==> src/rtl/core/aabbfc_pkg.sv <==
package aabbfc_pkg;

	localparam int NORM_W = 16;
	localparam int OFFS_W = 40;
	localparam int IDX_W  = 3;

	// request kinds carried on req_type
	localparam logic REQ_LOAD = 1'b0;
	localparam logic REQ_TEST = 1'b1;

	typedef struct packed {
		logic signed [OFFS_W-1:0] offset;
		logic signed [NORM_W-1:0] nz;
		logic signed [NORM_W-1:0] ny;
		logic signed [NORM_W-1:0] nx;
	} plane_t;

endpackage

==> src/rtl/core/aabbfc_plane_eval.sv <==
module aabbfc_plane_eval #(
	parameter int COORD_BITS = 24
) (
	input  logic                          clk,
	input  logic                          en,
	input  aabbfc_pkg::plane_t            plane,
	input  logic signed [COORD_BITS-1:0]  min_x,
	input  logic signed [COORD_BITS-1:0]  min_y,
	input  logic signed [COORD_BITS-1:0]  min_z,
	input  logic signed [COORD_BITS-1:0]  max_x,
	input  logic signed [COORD_BITS-1:0]  max_y,
	input  logic signed [COORD_BITS-1:0]  max_z,
	output logic                          outside
);
	import aabbfc_pkg::*;

	localparam int PROD_W = NORM_W + COORD_BITS;
	localparam int SUM_W  = ((PROD_W > OFFS_W) ? PROD_W : OFFS_W) + 2;

	logic signed [COORD_BITS-1:0] cx, cy, cz;
	logic signed [PROD_W-1:0]     px_s2, py_s2, pz_s2;
	logic signed [OFFS_W-1:0]     offs_s2;
	logic signed [SUM_W-1:0]      sum;

	// positive vertex: max where the normal component is non-negative
	always_comb begin
		cx = plane.nx[NORM_W-1] ? min_x : max_x;
		cy = plane.ny[NORM_W-1] ? min_y : max_y;
		cz = plane.nz[NORM_W-1] ? min_z : max_z;
	end

	always_ff @(posedge clk) begin
		if (en) begin
			px_s2   <= PROD_W'(plane.nx * cx);
			py_s2   <= PROD_W'(plane.ny * cy);
			pz_s2   <= PROD_W'(plane.nz * cz);
			offs_s2 <= plane.offset;
		end
	end

	assign sum = SUM_W'(px_s2) + SUM_W'(py_s2) + SUM_W'(pz_s2) + SUM_W'(offs_s2);
	assign outside = sum[SUM_W-1];

endmodule

==> config.mk <==
export PLATFORM = sky130hd
export DESIGN_NAME = aabbfc_plane_eval
export DESIGN_NICKNAME = d
export VERILOG_FILES = /design/src/rtl/core/aabbfc_pkg.sv /design/src/rtl/core/aabbfc_plane_eval.sv
export SDC_FILE = /design/constraint.sdc
export NUM_CORES = 2
export LEC_CHECK = 0
export BUFFER_PORTS_ARGS = -buffer_cell sky130_fd_sc_hd__buf_2
export CORE_MARGIN = 2
export CORE_UTILIZATION = 50
export DETAILED_ROUTE_END_ITERATION = 8
export HOLD_SLACK_MARGIN = 0.02
export PLACE_DENSITY = 0.68
export SLEW_MARGIN = 40
export SYNTH_ARGS = -nofsm -noshare
export SYNTH_HDL_FRONTEND = slang
export SYNTH_SLANG_ARGS = --single-unit
export TNS_END_PERCENT = 100
==> constraint.sdc <==
create_clock -name clk -period 10.3 [get_ports clk]
set_clock_uncertainty 0.05 [all_clocks]
set_input_delay 3.09 -clock clk [delete_from_list [all_inputs] [get_ports clk]]
set_output_delay 3.09 -clock clk [all_outputs]
set_load 0.02 [all_outputs]
==> results.cfg <==
[global_routing]
grt_start_max_net_pins = 92
grt_pass1_vias = 37210
grt_use_total = 0.2416
overflow = 0
grt_pass1_wl_um = 194300
antenna_found_initial = 4

[finish]
drive_gt1_frac = 0.07320
final_util = 0.5331
area_growth_syn_to_layout_pct = 5.893
final_nets = 6962

[die]
die-area_um2 = 101300
die_y_um = 318.3
start_util = 0.5035
die_w_um = 318.3
ios = 235
std_cell_rows = 115
core_area_um2 = 98130

[worst_setup_path]
cp_data_arrival_time_ps = 10070
cp-end-kind = flip-flop
path_buf_inv = 6
critPathMostFrequentCell = fa_1
crit_cells = 24
required_ps = 10470
endpoint = py_s2[39]
critical_path.top_delay_family = adder cells
worst-path-max-fanout = 15
critPathLaunch = plane[31]
crit_path_max_incr_delay_ps = 670
crit_type = in -> reg
critPathLaunchType = primary input
crit_slowest_cell = fa_1
cp_cell_sequence = buf_2 -> mux2_2 -> nand2_1 -> inv_1 -> fa_1 -> inv_1 -> fa_1 -> inv_1 -> fa_1 -> fa_1 -> fa_1 -> inv_1 -> fa_1 -> inv_1 -> ha_1 -> nand3_1 -> nor2_1 -> nand3_1 -> a211o_1 -> a31oi_2 -> nand4_1 -> a31oi_1 -> o21ai_1 -> xnor2_1

[yosys]
synth_edf_count = 160
ys_types = 72
ys_seq_area_frac = 0.09725
yosys_warnings = 0
synthMostInstantiatedCell = inv_1
synth_top_area_cell = fa_1
synth_cells = 5091
synth_top_area_frac = 0.4870
synthTopCellsByArea = fa_1, inv_1, edfxtp_1
syn-num-nets = 6860
ys_seq_elements = 160
async_flop_share = 0
synth_commonest_cells = inv_1, fa_1, nand2_1
syn_avg_cell_area_um2 = 9.705
syn_area_um2 = 49410
synthFlopType = edfxtp_1

[clock_tree]
cts_hold_buf = 0
root_buffer = clkbuf_16
cts.clk_slew.worst_paths_ps = 70
clockBufferDepth = 2
cts_setup_buffers = 0
tritoncts = yes
clock_sinks = 160
htree_num_levels = 4
numCtsBuffers = 17
post_cts_resized = 0

[sta]
drv_slew = 0
min_period_ps = 9899
max_freq_mhz = 101.0
final.period_utilization = 0.9610
setup_viol = 0
rsz0062_at_grt = false
maxSlewHeadroom = 0.4554
worstMarginPinSlew_ps = 816.8
final_hold_viol_count = 0
final.setup.tns_ps = 0
hold_slack_ps = 2777

[placed_design]
port_buffers = 234
dp_hpwl_um = 98980
gp_congestion = 0.8902

[drt]
wire_per_inst_um = 17.93
vias = 33970
via_per_inst = 5.232
ant_nets = 0
wl_um = 116400
drtPass1Iterations = 6
drc = 0
drtIter0Drc = 2171

[worst_hold_path]
hp-class = in -> reg

[run]
maxCapViolCount = 0

[run_status]
status = finished, final reports clean
## kinds of logic after synthesis
family                   Yosys count  share of synthesized area
AND/OR/NAND/NOR                 1371                     0.1333
AO/OA/AOI/OAI                    338                    0.04586
flip-flops                       160                    0.09725
multiplexers                      72                    0.01633
XOR/XNOR                         130                    0.02305
adder cells (fa/ha/maj)         1535                     0.5714
buffers and inverters           1485                     0.1128
## worst min-delay path by stage
stage / cells after the start / startpoint / endpoint / slack (ps)
finish: 1 / plane[55] / offs_s2[7] / 2780
global route: 1 / plane[56] / offs_s2[8] / 2760
CTS: 1 / plane[55] / offs_s2[7] / 2760
detailed placement: 1 / plane[66] / offs_s2[18] / 3220
global placement: 1 / plane[66] / offs_s2[18] / 3220
floorplan: 0 / plane[48] / offs_s2[0] / 3140
## state kept, by name (all words and copies together) (netlist names)
name     count
py_s2       40
pz_s2       40
offs_s2     40
px_s2       40
## layer usage
layer | global-route usage | vias up | part of all wire | wire (um)
met5 | 0 | - | 0.00027 | 32
met4 | 0.07362 | 4 | 0.031 | 3629
met3 | 0.02989 | 183 | 0.055 | 6421
met2 | 0.4041 | 992 | 0.49 | 57080
met1 | 0.3311 | 17610 | 0.42 | 49260
li1 | - | 15180 | - | -
## per-stage QoR
stage	instance area, um^2	worst slack (ps)	cells
5_1_grt	52320	33.68	6492
6_report	52320	401.2	6493
3_3_place_gp	51760	92.02	6461
2_1_floorplan	49410	728.0	5091
4_1_cts	52310	437.3	6492
3_5_place_dp	51760	17.56	6461
## cell type report
| class | instances | area [um^2] |
|---|---|---|
| Fill cell | 8885 | 45810 |
| Clock buffer | 19 | 432.9 |
| Tap cell | 1287 | 1610 |
| Multi-Input combinational cell | 3446 | 39030 |
| Clock inverter | 12 | 111.4 |
| Inverter | 1304 | 4895 |
| Sequential cell | 160 | 4805 |
| Antenna cell | 1 | 2.502 |
| Timing Repair Buffer | 264 | 1434 |
## cell usage in the layout, fill, tap and decap left out, types with 20 or more instances in the layout
master	count
a21o_1	62
a21oi_1	95
and2_1	416
buf_2	233
buf_4	27
edfxtp_1	160
fa_1	1202
ha_1	333
inv_1	1302
mux2_2	69
nand2_1	670
nand2b_1	35
nand3_1	21
nor2_1	119
nor2b_1	47
nor3_1	20
o21ai_0	44
xnor2_1	106
xor2_1	24
Power is not shown: default switching activity piles up to over one toggle a cycle in this logic, so the estimate is an artifact.
