File: config.mk
export PLATFORM = sky130hd
export DESIGN_NAME = aabbfc_plane_store
export DESIGN_NICKNAME = d
export VERILOG_FILES = /design/src/rtl/core/aabbfc_pkg.sv /design/src/rtl/core/aabbfc_plane_store.sv
export SDC_FILE = /design/constraint.sdc
export NUM_CORES = 1
export LEC_CHECK = 0
export ABC_AREA = 1
export BUFFER_PORTS_ARGS = -buffer_cell sky130_fd_sc_hd__buf_2
export CORE_AREA = 2 2 243 245
export DETAILED_ROUTE_END_ITERATION = 6
export DIE_AREA = 0 0 245 247
export PLACE_DENSITY = 0.59
export SKIP_CTS_REPAIR_TIMING = 1
export SLEW_MARGIN = 20
export SYNTH_ARGS = -nofsm -noshare
export SYNTH_HDL_FRONTEND = slang
export SYNTH_SLANG_ARGS = --single-unit
File: constraint.sdc
create_clock -name clk -period 0.8 [get_ports clk]
set_input_delay 0.08 -clock clk [delete_from_list [all_inputs] [get_ports clk]]
set_output_delay 0.08 -clock clk [all_outputs]
set_load 0.005 [all_outputs]
File: src/rtl/core/aabbfc_pkg.sv
package aabbfc_pkg;

	localparam int NORM_W = 16;
	localparam int OFFS_W = 40;
	localparam int IDX_W  = 3;

	// request kinds carried on req_type
	localparam logic REQ_LOAD = 1'b0;
	localparam logic REQ_TEST = 1'b1;

	typedef struct packed {
		logic signed [OFFS_W-1:0] offset;
		logic signed [NORM_W-1:0] nz;
		logic signed [NORM_W-1:0] ny;
		logic signed [NORM_W-1:0] nx;
	} plane_t;

endpackage

File: src/rtl/core/aabbfc_plane_store.sv
module aabbfc_plane_store #(
	parameter int NUM_PLANES = 6
) (
	input  logic                             clk,
	input  logic                             arst_n,
	input  logic                             wr_en,
	input  logic [aabbfc_pkg::IDX_W-1:0]     wr_idx,
	input  aabbfc_pkg::plane_t               wr_plane,
	output aabbfc_pkg::plane_t               planes [NUM_PLANES]
);
	import aabbfc_pkg::*;

	plane_t planes_q [NUM_PLANES];

	// cleared planes have zero normal and offset, so they always pass
	always_ff @(posedge clk or negedge arst_n) begin
		if (!arst_n) begin
			for (int p = 0; p < NUM_PLANES; p++) begin
				planes_q[p] <= '0;
			end
		end else if (wr_en) begin
			for (int p = 0; p < NUM_PLANES; p++) begin
				if (32'(wr_idx) == p) begin
					planes_q[p] <= wr_plane;
				end
			end
		end
	end

	assign planes = planes_q;

endmodule

==> results of run 1 <==
-- metal layers --
layer	global-route usage, %	up-vias	part of all wire, %
li1	-	9052	-
met4	7.73	6	3.3
met2	39.6	844	48
met1	30.5	9578	40
met3	6.82	166	8.8
met5	0	-	0.041
-- cell type report --
| type | count | area share [%] |
|---|---|---|
| Tap cell | 773 | 3.21 |
| Timing Repair Buffer | 1042 | 25.2 |
| Clock buffer | 84 | 5.34 |
| Antenna cell | 1 | 0.00832 |
| Multi-Input combinational cell | 1600 | 21.7 |
| Inverter | 6 | 0.133 |
| Sequential cell | 528 | 43.9 |
| Clock inverter | 13 | 0.482 |
-- cells by family after synthesis --
family | count (synthesis) | share of synthesized area, %
simple gates | 1600 | 31.8
flops | 528 | 65.0
buf+inv | 153 | 3.21
-- where the power goes --
part / switching [µW] / leakage [µW] / total, µW / internal (µW)
Clock: 10700 / 0.000850 / 25200 / 14400
Sequential: 3010 / 0.00664 / 34700 / 31700
Combinational: 9280 / 0.00967 / 18800 / 9530
Total: 23000 / 0.0172 / 78700 / 55700
-- placed cells by master, fill, tap and decap left out --
cell / count
nand2_4: 7
diode_2: 1
buf_12: 52
dlygate4sd3_1: 89
inv_4: 1
inv_1: 3
clkbuf_1: 17
clkinvlp_4: 3
inv_8: 2
clkinv_2: 6
nand2_1: 1235
clkbuf_16: 55
nand3_1: 352
buf_4: 280
buf_2: 553
dfrtp_1: 528
nor2_4: 6
clkinv_8: 2
buf_6: 67
clkbuf_8: 12
buf_8: 1
bufinv_16: 2
-- metrics by stage --
| stage | hold slack (ns) | cells | cell area, µm² | TNS (ns) | setup slack [ns] |
|---|---|---|---|---|---|
| floorplan | -0.216 | 2281 | 20600 | -25.28 | -0.0835 |
| global placement | -0.0683 | 3638 | 25400 | -177.57 | -0.391 |
| detailed placement | -0.0685 | 3638 | 25400 | -190.51 | -0.440 |
| CTS | -0.713 | 3735 | 27100 | -227.98 | -0.502 |
| global route | -0.105 | 4046 | 30100 | -232.72 | -0.500 |
| finish | -0.0788 | 4047 | 30100 | -207.97 | -0.453 |
-- how the worst max path moves through the flow --
stage	start	to	slack, ns	cells after the start
finish	planes[88]	planes[88]	-0.45	1
detailed placement	wr_idx[1]	planes[59]	-0.44	7
global placement	wr_idx[1]	planes[16]	-0.39	7
CTS	planes[88]	planes[88]	-0.50	1
floorplan	wr_idx[0]	planes[419]	-0.08	7
global route	planes[215]	planes[215]	-0.50	1
-- cells in the mapped netlist --
cell	n	area share, %
nand2_1	1242	23
dfrtp_1	528	65
nand3_1	352	8.7
clkbuf_1	77	1.4
buf_2	62	1.5
buf_1	8	0.15
inv_1	5	0.092
nor2_1	4	0.074
nor2_2	2	0.062
inv_2	1	0.018
==> impl_metrics.toml, run 1 <==
[outcome]
status = "complete, but fails checks"
violations = "negative hold slack, negative setup slack"

[clocking]
cts_inserted_buffers = 54
clock_latency_ns = 0.58
htree_levels = 2
clk_pin_slew_ns = 0.06
cts_buffer_depth = 3
cts_root_buffer = "clkbuf_16"
cts_tree = "done"
clock_sink_count = 528

[worst_setup_path]
crit_type = "flop to output port"
ff2ff_path_depth = 3
critPathMaxFanout = 2
crit_chain = "buf_2"
critPathRequiredTime_ns = 0.72
critical_path.slowest_cell = "dfrtp_1"
arrival_ns = 1.17
ff2ff_setup_slack_ns = 0
cp_slowest_stage_delay_ns = 0.43
timing.rr.start = "planes[428]"
path_buf_inv = 1
cp-start-kind = "flop"
crit_family = "flip-flops"
timing.rr.end = "planes[428]"
endpoint_kind = "output port"

[logic_synthesis]
postSynthCellCount = 2281
yosysSeqAreaShare_pct = 65.0
synth.avg_cell_area_um2 = 8.91
ys_types = 10
syn-cell-area_um2 = 20300
yosysWarnings = 0
syn-num-nets = 2375
ys_ff_latch = 528

[timing]
worst_pin_slew_ns = 0.325
worst_hold_slack_ns = -0.0788
hold_viol = 8
fin_ws_ns = -0.453
finalSetupViolCount = 528
rsz0062_at_grt = "true"
final_max_slew_viol_count = 0
post-route-min-period_ns = 1.25
fin_crit_sh_pct = 157
skew_ns = 0
slew_headroom_pct = 78.4
fmax_mhz = 798

[layout]
nFillCells = 5360
drive_above_1_share_pct = 32.1
final_nets = 3326
multi_input_area_um2 = 6540
final_util_pct = 51.7
area_delta_synth_final_pct = 48.1
ff_latch_area_um2 = 13200
largest_reg_flops = 528

[floorplan]
die_w_um = 245
rows = 89
core_um2 = 58200
num_io_pins = 622
fp.dieH_um = 247
initial_utilization_pct = 34.9
die_area_um2 = 60500

[placed_design]
io_buffer_count = 621
hpwl_um = 52500
place_congestion = 0.865

[power_and_ir_drop]
power_uw = 78700
peakVddDrop_v = 0.00191
power_density_nw_per_um2 = 2620
power_leakage_uw = 0.0172

[global_routing]
grtUsageTotal_pct = 24.0
grt_antenna_before_repair = 4
grt_overflow_total = 0
grt_pass1_wl_um = 112000
grt_max_degree = 69
grt_pass1_vias = 18019

[route]
via_per_inst = 4.85
wl_per_cell_um = 19.3
dr.first_iter.drc_count = 1138
wl_um = 78100
postRouteAntennaNets = 0
drc_errors = 0
firstDrtPassIters = 5
vias = 19646

[hold_path]
worst_hold_path_type = "primary input to asynchronous set/reset pin"

[run]
max-cap-violations = 0
Power figures use the tool's default switching activity.
==> run 2, diff against run 1 <==
--- a/config.mk
+++ b/config.mk
@@ -11,6 +11,7 @@
 export DETAILED_ROUTE_END_ITERATION = 6
 export DIE_AREA = 0 0 245 247
 export PLACE_DENSITY = 0.59
+export REMOVE_ABC_BUFFERS = 1
 export SKIP_CTS_REPAIR_TIMING = 1
 export SLEW_MARGIN = 20
 export SYNTH_ARGS = -nofsm -noshare
==> run 2 against run 1 <==
The flow finishes with violations (negative setup slack). Wire length down 1.4%. Highest routed layer is now met4. Sequential cell count unchanged. Clock skew did not move. Global-route usage decreased by 0.19 points. Largest cell class unchanged.
==> impl_metrics.toml, run 2 (synthesis results as in run 1) <==
[outcome]
status = "complete, but fails checks"
violations = "negative setup slack"

[timing]
final.setup.tns_ns = -208.46
fmax_mhz = 796
hold_viol = 0
slew_headroom_pct = 74.2
fin_crit_sh_pct = 157
worst_hold_slack_ns = 0.0254
final_max_slew_viol_count = 0
post-route-min-period_ns = 1.26
finalSetupViolCount = 536
skew_ns = 0
fin_ws_ns = -0.456
worst_pin_slew_ns = 0.386
rsz0062_at_grt = "true"

[floorplan]
rows = 89
die_w_um = 245
die_area_um2 = 60500
core_um2 = 58200
fp.dieH_um = 247
initial_utilization_pct = 34.9
num_io_pins = 622

[placed_design]
dp_cells = 3645
place_congestion = 0.851
io_buffer_count = 621
hpwl_um = 50600

[worst_setup_path]
crit_type = "flop to output port"
path_buf_inv = 1
crit_chain = "buf_2"
cp-start-kind = "flop"
ff2ff_path_depth = 3
critPathRequiredTime_ns = 0.72
endpoint_kind = "output port"
worst-path-stages = 1
crit_family = "flip-flops"
critical_path.slowest_cell = "dfrtp_1"
arrival_ns = 1.18
critPathMaxFanout = 2
cp_slowest_stage_delay_ns = 0.43

[layout]
final_util_pct = 52.0
drive_above_1_share_pct = 32.2
largest_reg_flops = 528
final_nets = 3326
final_common_cell = "nand2_1"
layout_common_cells = "nand2_1 (1236), buf_2 (570), dfrtp_1 (528)"
fin_cells = 4049
area_delta_synth_final_pct = 49.1

[route]
drc_errors = 0
via_per_inst = 4.87
wl_um = 77000
postRouteAntennaNets = 0
firstDrtPassIters = 5
vias = 19714
dr.first_iter.drc_count = 1336
wl_per_cell_um = 19.0

[clocking]
cts_tree = "done"
clock_latency_ns = 0.59
cts_inserted_buffers = 55
clk_pin_slew_ns = 0.06
clock_sink_count = 528
cts_buffer_depth = 3
htree_levels = 2
cts_root_buffer = "clkbuf_16"

[power_and_ir_drop]
power_uw = 80700
peakVddDrop_v = 0.00208
power_density_nw_per_um2 = 2660
power_leakage_uw = 0.0173

[global_routing]
grtUsageTotal_pct = 23.8
grt_pass1_wl_um = 111000
grt_pass1_vias = 18107
grt_antenna_before_repair = 1
grt_max_degree = 50
grt_overflow_total = 0

[run]
max-cap-violations = 0

[hold_path]
worst_hold_path_type = "primary input to asynchronous set/reset pin"
[run 2: cell types whose count changed in the layout (fill, tap and decap cells not counted), sizes merged]
cell         previous run  this run
clkinvlp                3         2
clkinv                  8         7
buf                   953       951
inv                     6         7
dlygate4sd3            89        90
clkbuf                 84        83
bufinv                  2         7
[run 2: path summary, 6_finish.rpt]
check	start	end	slack, ns
max in group asynchronous	arst_n	planes[35]	-0.05
worst min-delay path	arst_n	planes[103]	0.03
worst max-delay path	planes[369]	planes[369]	-0.46
worst min register to register	planes[274]	planes[274]	0.47
min in group clk	wr_en	planes[238]	0.08
worst max register to register	planes[147]	planes[147]	0.02
[run 2: cell type report]
type,count,area [µm²]
Antenna cell,1,2.50
Clock buffer,83,1690
Clock inverter,17,269
Fill cell,5315,27900
Inverter,6,25.0
Multi-Input combinational cell,1600,6540
Sequential cell,528,13200
Tap cell,773,967
Timing Repair Buffer,1041,7580
[run 2: metrics by stage]
stage	setup WS [ns]	instance area, µm²
final	-0.456	30300
after global routing	-0.504	30300
after CTS	-0.487	27500
after detailed placement	-0.418	25500
after global placement	-0.417	25500
after floorplan	-12.64	19700
[run 2: metal layers]
layer  part of all wire [%]  GRT usage, %
met1                     40          30.4
met2                     49          39.3
met3                    7.4          4.98
met4                    3.7          10.3
met5                      0             0
[run 2: power breakdown]
part | total [µW] | switching (µW) | internal (µW) | leakage, µW
logic | 18400 | 9080 | 9330 | 0.00967
registers | 34700 | 2950 | 31700 | 0.00664
clock network | 27600 | 10800 | 16800 | 0.000966
total | 80700 | 22800 | 57800 | 0.0173
